$ cat src/sv/settling_weight_averager_top_defines.svh
// Assertion macros used by the averager top module.
// Each macro expects clk and arst_n to be in scope where it is used.
`ifndef SETTLING_WEIGHT_AVERAGER_TOP_DEFINES_SVH
`define SETTLING_WEIGHT_AVERAGER_TOP_DEFINES_SVH

// The consequent must hold in the same cycle as the antecedent.
`define SWA_ASSERT_SAME(lbl, ante, cons, msg) \
	lbl: assert property (@(posedge clk) disable iff (!arst_n) (ante) |-> (cons)) \
		else $error(msg);

// The consequent must hold in the cycle after the antecedent.
`define SWA_ASSERT_NEXT(lbl, ante, cons, msg) \
	lbl: assert property (@(posedge clk) disable iff (!arst_n) (ante) |=> (cons)) \
		else $error(msg);

`endif

$ cat src/sv/swa_pkg.sv
package swa_pkg;

	// Register indexes of the configuration port.
	localparam logic [7:0] REG_SIGMA     = 8'd0;
	localparam logic [7:0] REG_AVG_LIMIT = 8'd1;

	// Field widths fixed by the interface.
	localparam int CFG_IDX_W  = 8;
	localparam int CFG_DATA_W = 16;
	localparam int SIGMA_W    = 16;
	localparam int COUNT_W    = 8;
	localparam int AVG_W      = 24;
	localparam int GRAMS_W    = 16;
	localparam int TENTH_W    = 4;
	localparam int OUT_DATA_W = 48;

	// Divisor of the shared divider: count + 1 or the limit, at most 255.
	localparam int DEN_W = COUNT_W + 1;

	// Step threshold is five times sigma.
	localparam int THR_MULT = 5;
	localparam int THR_W    = SIGMA_W + 3;

	// Reset values of the registers.
	localparam logic [SIGMA_W-1:0] SIGMA_RESET     = 16'd26;
	localparam logic [COUNT_W-1:0] AVG_LIMIT_RESET = 8'd10;

	// Fixed point: 256 counts per gram, display in tenths.
	localparam int FRAC_BITS    = 8;
	localparam int TENTHS       = 10;
	localparam int ONE_GRAM     = 256;
	// Smallest magnitude whose value in tenths truncates to a nonzero value.
	localparam int NEG_MIN_MAG  = (ONE_GRAM + TENTHS - 1) / TENTHS;

	// Status of the shared divider.
	typedef struct packed {
		logic busy;
		logic done;
	} div_stat_t;

	// Display split of the average.
	typedef struct packed {
		logic               negative;
		logic [GRAMS_W-1:0] whole_grams;
		logic [TENTH_W-1:0] tenth_digit;
	} disp_t;

endpackage

$ cat src/sv/swa_divider.sv
module swa_divider import swa_pkg::*; #(
	parameter int NUM_W = 32
) (
	input  logic             clk,
	input  logic             arst_n,
	input  logic             start,
	input  logic [NUM_W-1:0] dividend,
	input  logic [DEN_W-1:0] divisor,
	output logic [NUM_W-1:0] quotient,
	output div_stat_t        stat
);

	localparam int CNT_W = $clog2(NUM_W + 1);

	logic [NUM_W-1:0] dvd_q;
	logic [DEN_W-1:0] rem_q;
	logic [DEN_W-1:0] den_q;
	logic [CNT_W-1:0] cnt_q;
	logic             busy_q;
	logic             done_q;
	logic [DEN_W:0]   trial_c;
	logic             ge_c;

	// One restoring step: shift in the next dividend bit and try to subtract.
	always_comb begin
		trial_c = {rem_q, dvd_q[NUM_W-1]};
		ge_c    = trial_c >= {1'b0, den_q};
	end

	// Step counter and status.
	always_ff @(posedge clk or negedge arst_n) begin
		if (!arst_n) begin
			busy_q <= 1'b0;
			done_q <= 1'b0;
			cnt_q  <= '0;
		end else begin
			done_q <= 1'b0;
			if (start) begin
				busy_q <= 1'b1;
				cnt_q  <= CNT_W'(NUM_W);
			end else if (busy_q) begin
				cnt_q <= cnt_q - CNT_W'(1);
				if (cnt_q == CNT_W'(1)) begin
					busy_q <= 1'b0;
					done_q <= 1'b1;
				end
			end
		end
	end

	// Datapath: quotient bits replace the dividend bits as they shift out.
	always_ff @(posedge clk) begin
		if (start) begin
			dvd_q <= dividend;
			rem_q <= '0;
			den_q <= divisor;
		end else if (busy_q) begin
			dvd_q <= {dvd_q[NUM_W-2:0], ge_c};
			rem_q <= ge_c ? DEN_W'(trial_c - {1'b0, den_q}) : trial_c[DEN_W-1:0];
		end
	end

	assign quotient  = dvd_q;
	assign stat.busy = busy_q;
	assign stat.done = done_q;

endmodule

$ cat src/sv/swa_display.sv
module swa_display import swa_pkg::*; #(
	parameter int SAMPLE_BITS = 24
) (
	input  logic signed [SAMPLE_BITS-1:0] avg,
	output disp_t                         disp
);

	logic [SAMPLE_BITS-1:0]           mag_c;
	logic [FRAC_BITS+3:0]             frac10_c;
	logic [GRAMS_W+SAMPLE_BITS-FRAC_BITS-1:0] whole_c;

	// Split the magnitude into whole grams and the truncated tenth digit.
	// The tenth digit depends only on the fraction bits: 10 * frac / 256.
	always_comb begin
		mag_c    = avg[SAMPLE_BITS-1] ? SAMPLE_BITS'(-avg) : avg;
		frac10_c = {3'b000, mag_c[FRAC_BITS-1:0], 1'b0}
		         + {1'b0, mag_c[FRAC_BITS-1:0], 3'b000};
		whole_c  = {{GRAMS_W{1'b0}}, mag_c[SAMPLE_BITS-1:FRAC_BITS]};

		disp.whole_grams = whole_c[GRAMS_W-1:0];
		disp.tenth_digit = frac10_c[FRAC_BITS+3:FRAC_BITS];
		disp.negative    = avg[SAMPLE_BITS-1] && (mag_c >= SAMPLE_BITS'(NEG_MIN_MAG));
	end

endmodule

$ cat src/sv/settling_weight_averager_top.sv
// Settling weight averager. Each request on the sample stream carries one weight
// sample (1/256 g, two's complement) and a restart flag, and yields exactly one
// result with the updated average, a settled flag and the display split. A jump
// larger than five times sigma from the previous sample, or restart, starts the
// average over. Below avg_limit samples the average is the growing mean, after
// that an exponential average with weight 1/avg_limit (avg_limit 0 acts as 1).
// An item that needs a division passes through the check, load, divide, finish
// and output states, and in the divide state the bit-serial divider takes one
// quotient bit per cycle; an item that starts the average over skips the divider
// and goes from check straight to output. The result waits in an output
// register, so a new sample is taken while the previous result is not yet read.
`include "settling_weight_averager_top_defines.svh"

module settling_weight_averager_top import swa_pkg::*; #(
	parameter int SAMPLE_BITS = 24,
	localparam int IN_DATA_W  = ((SAMPLE_BITS + 7) / 8) * 8
) (
	input  logic                  clk,
	input  logic                  arst_n,
	// Configuration write channel.
	input  logic                  cfg_valid,
	output logic                  cfg_ready,
	input  logic [CFG_IDX_W-1:0]  cfg_index,
	input  logic [CFG_DATA_W-1:0] cfg_data,
	// Sample stream.
	input  logic                  s_tvalid,
	output logic                  s_tready,
	input  logic [IN_DATA_W-1:0]  s_tdata,   // sample, zero padding
	input  logic                  s_tuser,   // restart
	// Result stream.
	output logic                  m_tvalid,
	input  logic                  m_tready,
	output logic [OUT_DATA_W-1:0] m_tdata,   // average, negative, whole_grams,
	                                         // tenth_digit, zero padding
	output logic                  m_tuser    // settled
);

	localparam int NUM_W = SAMPLE_BITS + 9;
	localparam int DVD_W = SAMPLE_BITS + 8;
	localparam int CMP_W = (SAMPLE_BITS + 1 > THR_W) ? SAMPLE_BITS + 1 : THR_W;
	localparam int PAD_W = OUT_DATA_W - AVG_W - 1 - GRAMS_W - TENTH_W;

	typedef enum logic [2:0] {
		ST_IDLE,
		ST_CHECK,
		ST_LOAD,
		ST_DIV,
		ST_FINISH,
		ST_OUT
	} state_t;

	state_t                        state_q;
	logic [SIGMA_W-1:0]            sigma_q;
	logic [COUNT_W-1:0]            avg_limit_q;
	logic signed [SAMPLE_BITS-1:0] sample_q;
	logic                          restart_q;
	logic signed [SAMPLE_BITS-1:0] prev_q;
	logic signed [SAMPLE_BITS-1:0] ra_q;
	logic [COUNT_W-1:0]            count_q;
	logic signed [NUM_W-1:0]       prod_q;
	logic [DEN_W-1:0]              den_q;
	logic                          ema_q;
	logic                          neg_q;
	logic                          m_tvalid_q;
	logic [OUT_DATA_W-1:0]         m_tdata_q;
	logic                          m_tuser_q;

	logic signed [SAMPLE_BITS:0]   diff_c;
	logic [SAMPLE_BITS:0]          absdiff_c;
	logic [THR_W-1:0]              thr_c;
	logic                          start_over_c;
	logic [COUNT_W-1:0]            lim_c;
	logic [COUNT_W-1:0]            count_eff_c;
	logic signed [NUM_W-1:0]       prod_c;
	logic signed [NUM_W-1:0]       num_c;
	logic signed [NUM_W-1:0]       num_mag_c;
	logic signed [NUM_W-1:0]       quot_s_c;
	logic [DVD_W-1:0]              quot;
	logic                          div_start;
	div_stat_t                     div_stat;
	disp_t                         disp;
	logic signed [AVG_W+SAMPLE_BITS-1:0] avg_ext_c;

	// Step detection and branch selection for the sample being processed.
	always_comb begin
		diff_c       = {sample_q[SAMPLE_BITS-1], sample_q} - {prev_q[SAMPLE_BITS-1], prev_q};
		absdiff_c    = diff_c[SAMPLE_BITS] ? (SAMPLE_BITS+1)'(-diff_c) : diff_c;
		thr_c        = THR_W'({sigma_q, 2'b00}) + THR_W'(sigma_q);
		start_over_c = restart_q || (CMP_W'(absdiff_c) > CMP_W'(thr_c));
		lim_c        = (avg_limit_q == '0) ? COUNT_W'(1) : avg_limit_q;
		count_eff_c  = start_over_c ? '0 : count_q;
		prod_c       = NUM_W'(ra_q) * NUM_W'($signed({1'b0, count_eff_c}));
	end

	// Numerator of the division and the signed quotient.
	always_comb begin
		num_c     = prod_q + NUM_W'(sample_q);
		num_mag_c = num_c[NUM_W-1] ? -num_c : num_c;
		quot_s_c  = neg_q ? -$signed({1'b0, quot}) : $signed({1'b0, quot});
		div_start = (state_q == ST_LOAD);
	end

	swa_divider #(
		.NUM_W(DVD_W)
	) u_divider (
		.clk     (clk),
		.arst_n  (arst_n),
		.start   (div_start),
		.dividend(num_mag_c[DVD_W-1:0]),
		.divisor (den_q),
		.quotient(quot),
		.stat    (div_stat)
	);

	swa_display #(
		.SAMPLE_BITS(SAMPLE_BITS)
	) u_display (
		.avg (ra_q),
		.disp(disp)
	);

	assign avg_ext_c = (AVG_W+SAMPLE_BITS)'(ra_q);

	// Configuration registers; writes beyond the register list are ignored.
	always_ff @(posedge clk or negedge arst_n) begin
		if (!arst_n) begin
			sigma_q     <= SIGMA_RESET;
			avg_limit_q <= AVG_LIMIT_RESET;
		end else if (cfg_valid && cfg_ready) begin
			unique case (cfg_index)
				REG_SIGMA:     sigma_q     <= cfg_data;
				REG_AVG_LIMIT: avg_limit_q <= cfg_data[COUNT_W-1:0];
				default:       ;
			endcase
		end
	end

	// Sequencer with averaging state and the output register.
	always_ff @(posedge clk or negedge arst_n) begin
		if (!arst_n) begin
			state_q    <= ST_IDLE;
			prev_q     <= '0;
			ra_q       <= '0;
			count_q    <= '0;
			m_tvalid_q <= 1'b0;
		end else begin
			// A result read by the sink frees the output register unless a new
			// one is loaded in its place.
			if (m_tvalid_q && m_tready && state_q != ST_OUT) begin
				m_tvalid_q <= 1'b0;
			end
			unique case (state_q)
				ST_IDLE: begin
					if (s_tvalid) begin
						state_q <= ST_CHECK;
					end
				end
				ST_CHECK: begin
					prev_q <= sample_q;
					if (count_eff_c == '0) begin
						ra_q    <= sample_q;
						count_q <= COUNT_W'(1);
						state_q <= ST_OUT;
					end else if (count_eff_c < lim_c) begin
						count_q <= count_eff_c + COUNT_W'(1);
						state_q <= ST_LOAD;
					end else begin
						state_q <= ST_LOAD;
					end
				end
				ST_LOAD: begin
					state_q <= ST_DIV;
				end
				ST_DIV: begin
					if (div_stat.done) begin
						state_q <= ST_FINISH;
					end
				end
				ST_FINISH: begin
					if (ema_q) begin
						ra_q <= ra_q + quot_s_c[SAMPLE_BITS-1:0];
					end else begin
						ra_q <= quot_s_c[SAMPLE_BITS-1:0];
					end
					state_q <= ST_OUT;
				end
				ST_OUT: begin
					if (!m_tvalid_q || m_tready) begin
						m_tvalid_q <= 1'b1;
						state_q    <= ST_IDLE;
					end
				end
				default: state_q <= ST_IDLE;
			endcase
		end
	end

	// Payload registers of the sequencer.
	always_ff @(posedge clk) begin
		if (state_q == ST_IDLE && s_tvalid) begin
			sample_q  <= s_tdata[SAMPLE_BITS-1:0];
			restart_q <= s_tuser;
		end
		if (state_q == ST_CHECK) begin
			ema_q <= (count_eff_c >= lim_c);
			if (count_eff_c < lim_c) begin
				prod_q <= prod_c;
				den_q  <= {1'b0, count_eff_c} + DEN_W'(1);
			end else begin
				prod_q <= -NUM_W'(ra_q);
				den_q  <= {1'b0, lim_c};
			end
		end
		if (state_q == ST_LOAD) begin
			neg_q <= num_c[NUM_W-1];
		end
		if (state_q == ST_OUT && (!m_tvalid_q || m_tready)) begin
			m_tdata_q <= {{PAD_W{1'b0}}, disp.tenth_digit, disp.whole_grams,
			              disp.negative, avg_ext_c[AVG_W-1:0]};
			m_tuser_q <= (count_q >= lim_c);
		end
	end

	assign cfg_ready = 1'b1;
	assign s_tready  = (state_q == ST_IDLE);
	assign m_tvalid  = m_tvalid_q;
	assign m_tdata   = m_tdata_q;
	assign m_tuser   = m_tuser_q;

	`SWA_ASSERT_SAME(a_no_accept_while_dividing, div_stat.busy, !s_tready,
		"sample accepted during division")
	`SWA_ASSERT_SAME(a_div_done_in_div, div_stat.done, state_q == ST_DIV,
		"divider finished outside the divide state")
	`SWA_ASSERT_NEXT(a_count_nonzero, state_q == ST_CHECK, count_q != '0,
		"averaged count is zero after an update")

endmodule
$ cat config.mk
export PLATFORM = sky130hd
export DESIGN_NAME = settling_weight_averager_top
export DESIGN_NICKNAME = d
export VERILOG_FILES = /design/src/sv/swa_pkg.sv /design/src/sv/swa_divider.sv /design/src/sv/swa_display.sv /design/src/sv/settling_weight_averager_top.sv
export VERILOG_INCLUDE_DIRS = /design/src /design/src/sv
export SDC_FILE = /design/constraint.sdc
export NUM_CORES = 1
export LEC_CHECK = 0
export BUFFER_PORTS_ARGS = -buffer_cell sky130_fd_sc_hd__buf_2
export CORE_MARGIN = 2
export CORE_UTILIZATION = 35
export CTS_CLUSTER_SIZE = 8
export DETAILED_ROUTE_END_ITERATION = 8
export PLACE_DENSITY = 0.5
export SLEW_MARGIN = 0
export SYNTH_ARGS = -nofsm -noshare
export SYNTH_HDL_FRONTEND = slang
export SYNTH_SLANG_ARGS = --single-unit
export TNS_END_PERCENT = 1
$ cat constraint.sdc
create_clock -name clk -period 13.52 [get_ports clk]
set_input_delay 0.676 -clock clk [delete_from_list [all_inputs] [get_ports clk]]
set_output_delay 0.676 -clock clk [all_outputs]
set_load 0.02 [all_outputs]
==> results of run 1 <==
## logic make-up (layout without fill, tap and decap cells)
| logic type | Yosys count | count (layout) | share of synthesized area, % |
|---|---|---|---|
| xor+xnor | 227 | 227 | 7.87 |
| flops | 257 | 257 | 28.4 |
| compound gates | 595 | 595 | 15.2 |
| fa+ha+maj | 373 | 373 | 23.1 |
| buf+inv | 451 | 532 | 6.87 |
| mux | 52 | 52 | 2.20 |
| simple gates | 830 | 830 | 16.4 |
| other cells | 2 | 4 | 0.0297 |
## registers in the layout, summed over array words and instances (netlist names), 3 cells and up
register            count
m_tdata                45
state_q                 3
u_divider.quotient     32
den_q                   9
sample_q               24
avg_limit_q             8
prev_q                 24
u_divider.rem_q         9
prod_q                 33
ra_q                   24
count_q                 8
u_divider.cnt_q         6
u_divider.den_q         9
sigma_q                16
## metal layers
layer	track usage, %	routed length (um)	vias to the layer above
met5	0	0	-
met4	5.44	1860	0
met3	2.39	3210	95
met2	33.8	35500	458
met1	28.8	35400	9961
li1	-	-	9699
## cell usage in the layout (no fill, tap or decap), types with 8 or more instances in the layout
cell type and n:
a211o_1 13, a21oi_1 148, ha_1 218, mux2_2 29
edfxtp_1 156, nand3b_1 8, o21bai_1 19, buf_2 100
a211oi_1 28, nand2b_1 40, inv_1 322, dfxtp_1 9
nor2b_1 25, clkbuf_1 26, nand4_1 10, or4_1 10
xnor2_1 148, nor3_1 39, mux2i_1 23, buf_4 35
or3_1 31, fa_1 155, o211ai_1 17, a31oi_1 18
clkbuf_16 41, and2_1 24, dfrtp_1 87, nor4_1 9
nand3_1 34, o21a_1 15, o31ai_1 17, nor2_1 135
and3_1 127, nand2_1 298, xor2_1 78, or2_2 15
o21ai_0 152, a21o_1 71
## cell type report
type                    count  area [um^2]  area share [%]
multi-input cells        2081        16400            58.7
clock inverters             4         37.5           0.134
clock buffers              69         1150            4.12
inverters                 324         1220            4.36
well taps                 950         1190            4.26
repair buffers            135          763            2.73
flip-flops and latches    257         7170            25.7
## where the power goes
| group | internal, mW | switching, mW |
|---|---|---|
| registers | 1.18 | 0.286 |
| logic | 1.37 | 2.15 |
| clock network | 0.575 | 0.384 |
## through the flow
stage,hold WS (ns),utilization (%),std cells
6_report,0.0656,39.1,3820
5_1_grt,0.0908,39.1,3820
4_1_cts,0.0594,39.1,3820
3_5_place_dp,0.407,37.4,3747
3_3_place_gp,0.403,37.4,3747
2_1_floorplan,0.380,-,2789
## critical path: cells and delay by family, from the launching register on
kind / cells / cell delay [ns]
compound gates: 25 / 5.68
simple gates: 7 / 2.58
buf+inv: 3 / 0.17
flops: 1 / 0.44
fa+ha+maj: 7 / 2.99
xor+xnor: 2 / 0.32
## worst paths after layout
check                           cells after the start  slack (ns)                  to
worst max-delay path                               44        0.99          prod_q[32]
worst min-delay path                                1        0.07             ra_q[7]
worst max register to register                     44        0.99          prod_q[32]
worst min register to register                      0        0.42  u_divider.den_q[4]
max in group asynchronous                           2       12.14         sigma_q[10]
min in group clk                                    1        0.29         sample_q[8]
==> metrics.cfg, run 1 <==
[status]
outcome=finished clean

[layout]
nets=3266
area_growth_pct=10.6
insertedDiodeCount=0
nFillCells=7152
drive_gt1_share_pct=9.02
fin_area_um2=27900

[setup_path]
cpMaxStageDelayCell=nor4_4
critPathRequiredTime_ns=13.76
cp-startpoint=sample_q[2]
critical_path_class=reg2reg
crit_path_max_fanout=16
critPathCaptureType=flop
cpPeakStageDelay_ns=0.56
startpoint_type=flop
critPathArrivalTime_ns=12.77
r2r-start=sample_q[2]

[power]
cellLeakagePower_nw=13.1
p_per_area_nw_per_um2=213
vdd_ir_drop_max_mv=0.143
finalPower_mw=5.94

[die]
io_pins=106
row_count=98
coreArea_um2=71500
die_y_um=273
design.die.area_um2=74300
start_util_pct=35.3
die_w_um=273

[sta]
slew_headroom_pct=24.4
rsz0062_at_grt=no
post-route-period-util_pct=92.7
setup_viol=0
drv_slew=0
hold_viol=0
tightest_slew_ns=1.13
min_period_ns=12.53
setup-tns-final_ns=0
skew_ns=0.0272
fmax_mhz=79.8
setup_ws_ns=0.990

[logic_synthesis]
ys_seq_area_share_pct=28.4
avgSynthCellArea_um2=9.06
synth_top_area_share_pct=18.6
synth_flop_cell=edfxtp_1
syn_inst=2787
syn_area_um2=25300
yosys_warnings=0
yosysMostFrequentCell=inv_1
ys_ff_latch=257
synth_edf_count=156
netlist_top_cells_area=edfxtp_1 (19%), fa_1 (12%), ha_1 (11%)
synthArstFlopShare_pct=35.8
ys_types=89
synth_common_cells=inv_1 (322), nand2_1 (298), ha_1 (218), edfxtp_1 (156), fa_1 (155)
synth_area_leader_cell=edfxtp_1

[job]
cap_violations=0

[detailed_routing]
drtAntennaViolNets=0
drt_first_pass_iters=6
via_per_inst=5.29
wl_per_cell_um=19.9
num_vias=20200
drt_iter0_drc=1488
routed_wl_um=76000
drcViolationCount=0

[place]
place_congestion=0.887
dpl.hpwl_um=58400
placed_area_um2=26700
dp_slack_ns=1.08
port_buffers=101

[global_route]
grt_start_max_net_pins=92
grt_first_pass_wirelength_um=119000
antenna_found_initial=0
overflow=0
grt_pass1_vias=20200
grt.total_usage_pct=20.6

[cts]
root_buffer=clkbuf_16
post_cts_buffers=0
cts_buffers=40
path_clk_slew_ns=0.05
htree_levels=2
holdBufCountCts=0
cts_sinks=257
cts_tree=built
post_cts_resized=0
clk_latency_ns=0.56
clk_path_buf_depth=3

[min_path]
hold_path_class=in2async

Power figures use the tool's default switching activity.
==> run 2: changes to the inputs <==
--- a/config.mk
+++ b/config.mk
@@ -6,12 +6,15 @@
 export SDC_FILE = /design/constraint.sdc
 export NUM_CORES = 1
 export LEC_CHECK = 0
+export ABC_AREA = 1
 export BUFFER_PORTS_ARGS = -buffer_cell sky130_fd_sc_hd__buf_2
 export CORE_MARGIN = 2
 export CORE_UTILIZATION = 35
 export CTS_CLUSTER_SIZE = 8
 export DETAILED_ROUTE_END_ITERATION = 8
 export PLACE_DENSITY = 0.5
+export SETUP_SLACK_MARGIN = 0.15
+export SKIP_LAST_GASP = 1
 export SLEW_MARGIN = 0
 export SYNTH_ARGS = -nofsm -noshare
 export SYNTH_HDL_FRONTEND = slang
==> run 2 against run 1 <==
Global-route usage is 1.3 points higher. Clock-buffer cell count is 3 lower. Flip-flop and latch count stayed put. Maximum frequency is 20% higher. Non-clock buffer count is 10 lower. Sequential share of layout area is 1.0 points lower. Worst setup slack better by 2.1 ns. Core utilization hardly changed. Via count is 14% higher.
==> metrics.cfg, run 2 <==
[global_route]
top_usage_layer=met2
grt_pass1_vias=22900  ; +13%
overflow=0  ; unchanged
groute.layer.met2.usage_pct=37.9  ; +4.0 points
gr-usage-met1_pct=29.0  ; +0.21 points
grt_start_max_net_pins=58  ; -37%
grt.total_usage_pct=21.9  ; +1.3 points
grt_use_met3_pct=2.08  ; -0.31 points
antenna_found_initial=3  ; +3
grt_first_pass_wirelength_um=131000  ; +10%

[sta]
fmax_mhz=96.1  ; +20%
min_period_ns=10.41  ; -2.12 ns
setup_viol=0  ; unchanged
post-route-period-util_pct=77.0  ; -16 points
rsz0062_at_grt=no
skew_ns=0.0254  ; -0.00177 ns
drv_slew=0  ; unchanged
tightest_slew_ns=0.959  ; -0.174 ns
hold_viol=0  ; unchanged
setup-tns-final_ns=0  ; unchanged
setup_ws_ns=3.11  ; +2.12 ns
slew_headroom_pct=35.9  ; +11 points

[power]
p_per_area_nw_per_um2=221  ; +3.8%
switchingPower_mw=3.38  ; +20%
clkPwrFrac_pct=15.5  ; -0.6 points
vdd_ir_drop_max_mv=0.0951  ; -33%
p_sw_share_pct=52.7  ; +5.3 points
combinationalPowerShare_pct=61.6  ; +2.4 points
finalPower_mw=6.41  ; +8.0%
intPower_mw=3.03  ; -3.0%
sequentialPowerShare_pct=22.9  ; -1.8 points
cellLeakagePower_nw=14.4  ; +9.2%

[logic_synthesis]
syn_inst=3471  ; +25%
synth_flop_cell=edfxtp_1
synth_top_area_share_pct=17.8  ; -0.71 points
yosys_warnings=0  ; unchanged
ys_types=66  ; -26%
synth_area_leader_cell=edfxtp_1
netlist_top_cells_area=edfxtp_1 (18%), nand2_1 (12%), fa_1 (12%)
synth_edf_count=156  ; unchanged
synth_common_cells=nand2_1 (828), inv_1 (577), nor2_1 (337), ha_1 (218), o21ai_0 (198)
syn_area_um2=26300  ; +4.0%
ys_seq_area_share_pct=27.3  ; -1.1 points
ys_ff_latch=257  ; unchanged
synthArstFlopShare_pct=35.8  ; unchanged
yosysMostFrequentCell=nand2_1
avgSynthCellArea_um2=7.56  ; -17%

[die]
io_pins=106  ; unchanged
die_w_um=278  ; +1.9%
coreArea_um2=74300  ; +4.0%
start_util_pct=35.3  ; about the same
design.die.area_um2=77200  ; +3.9%
row_count=100  ; +2.0%
die_y_um=278  ; +1.9%

[detailed_routing]
drtAntennaViolNets=0  ; unchanged
drt_first_pass_iters=5  ; -1
drcViolationCount=0  ; unchanged
num_vias=23000  ; +14%
routed_wl_um=83900  ; +10%
wl_per_cell_um=18.4  ; -7.6%
drt_iter0_drc=1394  ; -6.3%
via_per_inst=5.04  ; -4.8%

[place]
place_congestion=0.938  ; +5.8%
placed_area_um2=27800  ; +4.0%
dpl.hpwl_um=66600  ; +14%
port_buffers=101  ; unchanged
dp_slack_ns=3.15  ; +2.07 ns

[layout]
area_growth_pct=10.6  ; about the same
fin_util_pct=39.1  ; about the same
fin_area_um2=29100  ; +4.0%
drive_gt1_share_pct=7.79  ; -1.2 points
ff_latch_area_um2=7170  ; unchanged
final_cell_mix=nand2_1 (828), inv_1 (576), nor2_1 (335)
largest_reg_flops=45  ; unchanged
nFillCells=7852  ; +9.8%
final_common_cell=nand2_1
multi_input_area_um2=16500  ; +0.53%
nets=3989  ; +22%

[cts]
cts_sinks=257  ; unchanged
clk_latency_ns=0.58  ; +0.02 ns
clk_path_buf_depth=3  ; unchanged
cts_buffers=41  ; +2.5%
post_cts_resized=0  ; unchanged
post_cts_buffers=0  ; unchanged
path_clk_slew_ns=0.06  ; about the same
holdBufCountCts=0  ; unchanged
cts_tree=built
root_buffer=clkbuf_16
htree_levels=2  ; unchanged

[setup_path]
cpMaxStageDelayCell=fa_1
cpPeakStageDelay_ns=0.53  ; -0.03 ns
r2r_cells=51  ; +16%
crit_path_max_fanout=21  ; +5
path_common_cell=nand2_1
critPathRequiredTime_ns=13.82  ; +0.06 ns
critPathArrivalTime_ns=10.71  ; -2.06 ns
critical_path_class=reg2reg
startpoint_type=flop
critPathCaptureType=flop

[min_path]
hold_path_class=in2async

[job]
cap_violations=0  ; unchanged

[status]
outcome=finished clean

==> run 2: cell count changes after synthesis, moves of 28 or more <==
cell,before,now
xnor2_1,149,50
clkbuf_1,103,49
inv_1,322,577
a21o_1,71,7
nand2_1,298,828
nor2_1,135,337
and3_1,128,2
nand2b_1,40,0
o21ai_0,152,198
nand3_1,34,151
nand4_1,10,38
or3_1,31,0
==> run 2: metal layers <==
metal | wire, um | vias to the layer above
met5 | 0 | -
met2 | 40400 | 513
met3 | 3510 | 103
met1 | 37800 | 11000
li1 | - | 11300
met4 | 2200 | 0
==> run 2: cell type report <==
cell class	count	share of cell area, %
well taps	969	4.17
inverters	601	7.77
diodes	1	0.00861
clock buffers	66	4.00
repair buffers	125	2.37
flip-flops and latches	257	24.7
multi-input cells	2536	56.7
clock inverters	8	0.263
==> run 2: final timing paths <==
kind                        startpoint            endpoint  slack, ns
min in group clk           s_tdata[17]        sample_q[17]       0.28
max in group asynchronous       arst_n          count_q[0]      12.15
hold reg to reg               den_q[1]  u_divider.den_q[1]       0.41
setup / recovery           sample_q[1]          prod_q[29]       3.11
hold / removal                  arst_n          prev_q[15]       0.17
setup reg to reg           sample_q[1]          prod_q[29]       3.11
==> run 2: cells by family after synthesis <==
family / synth area share, %
buf+inv: 10.1
other cells: 0.0286
compound gates: 11.3
mux: 0.415
flops: 27.3
simple gates: 23.5
xor+xnor: 5.17
fa+ha+maj: 22.2
==> run 2: per-stage QoR <==
| step | std cells | hold slack, ns |
|---|---|---|
| 3_5_place_dp | 4488 | 0.405 |
| 3_3_place_gp | 4488 | 0.402 |
| 6_report | 4563 | 0.169 |
| 2_1_floorplan | 3473 | 0.380 |
| 4_1_cts | 4562 | 0.173 |
| 5_1_grt | 4563 | 0.206 |
==> run 2: critical path: cells and delay by family (launching register included) <==
kind / cells / cell delay [ns]
and+or+nand+nor: 25 / 3.19
xor gates and xnor gates: 1 / 0.15
AOI/OAI and AO/OA: 9 / 2.26
adders and majority gates: 7 / 3.10
DFF: 1 / 0.46
buffers and inverters: 9 / 0.91
==> run 2: power groups by stage <==
| stage | clock network, mW | registers (mW) | logic (mW) |
|---|---|---|---|
| floorplan | 0 | 1.38 | 2.86 |
| global placement | 0 | 1.47 | 3.94 |
| detailed placement | 0 | 1.47 | 3.94 |
| CTS | 1.02 | 1.46 | 3.96 |
| global route | 1.05 | 1.49 | 4.48 |
| finish | 0.994 | 1.47 | 3.95 |
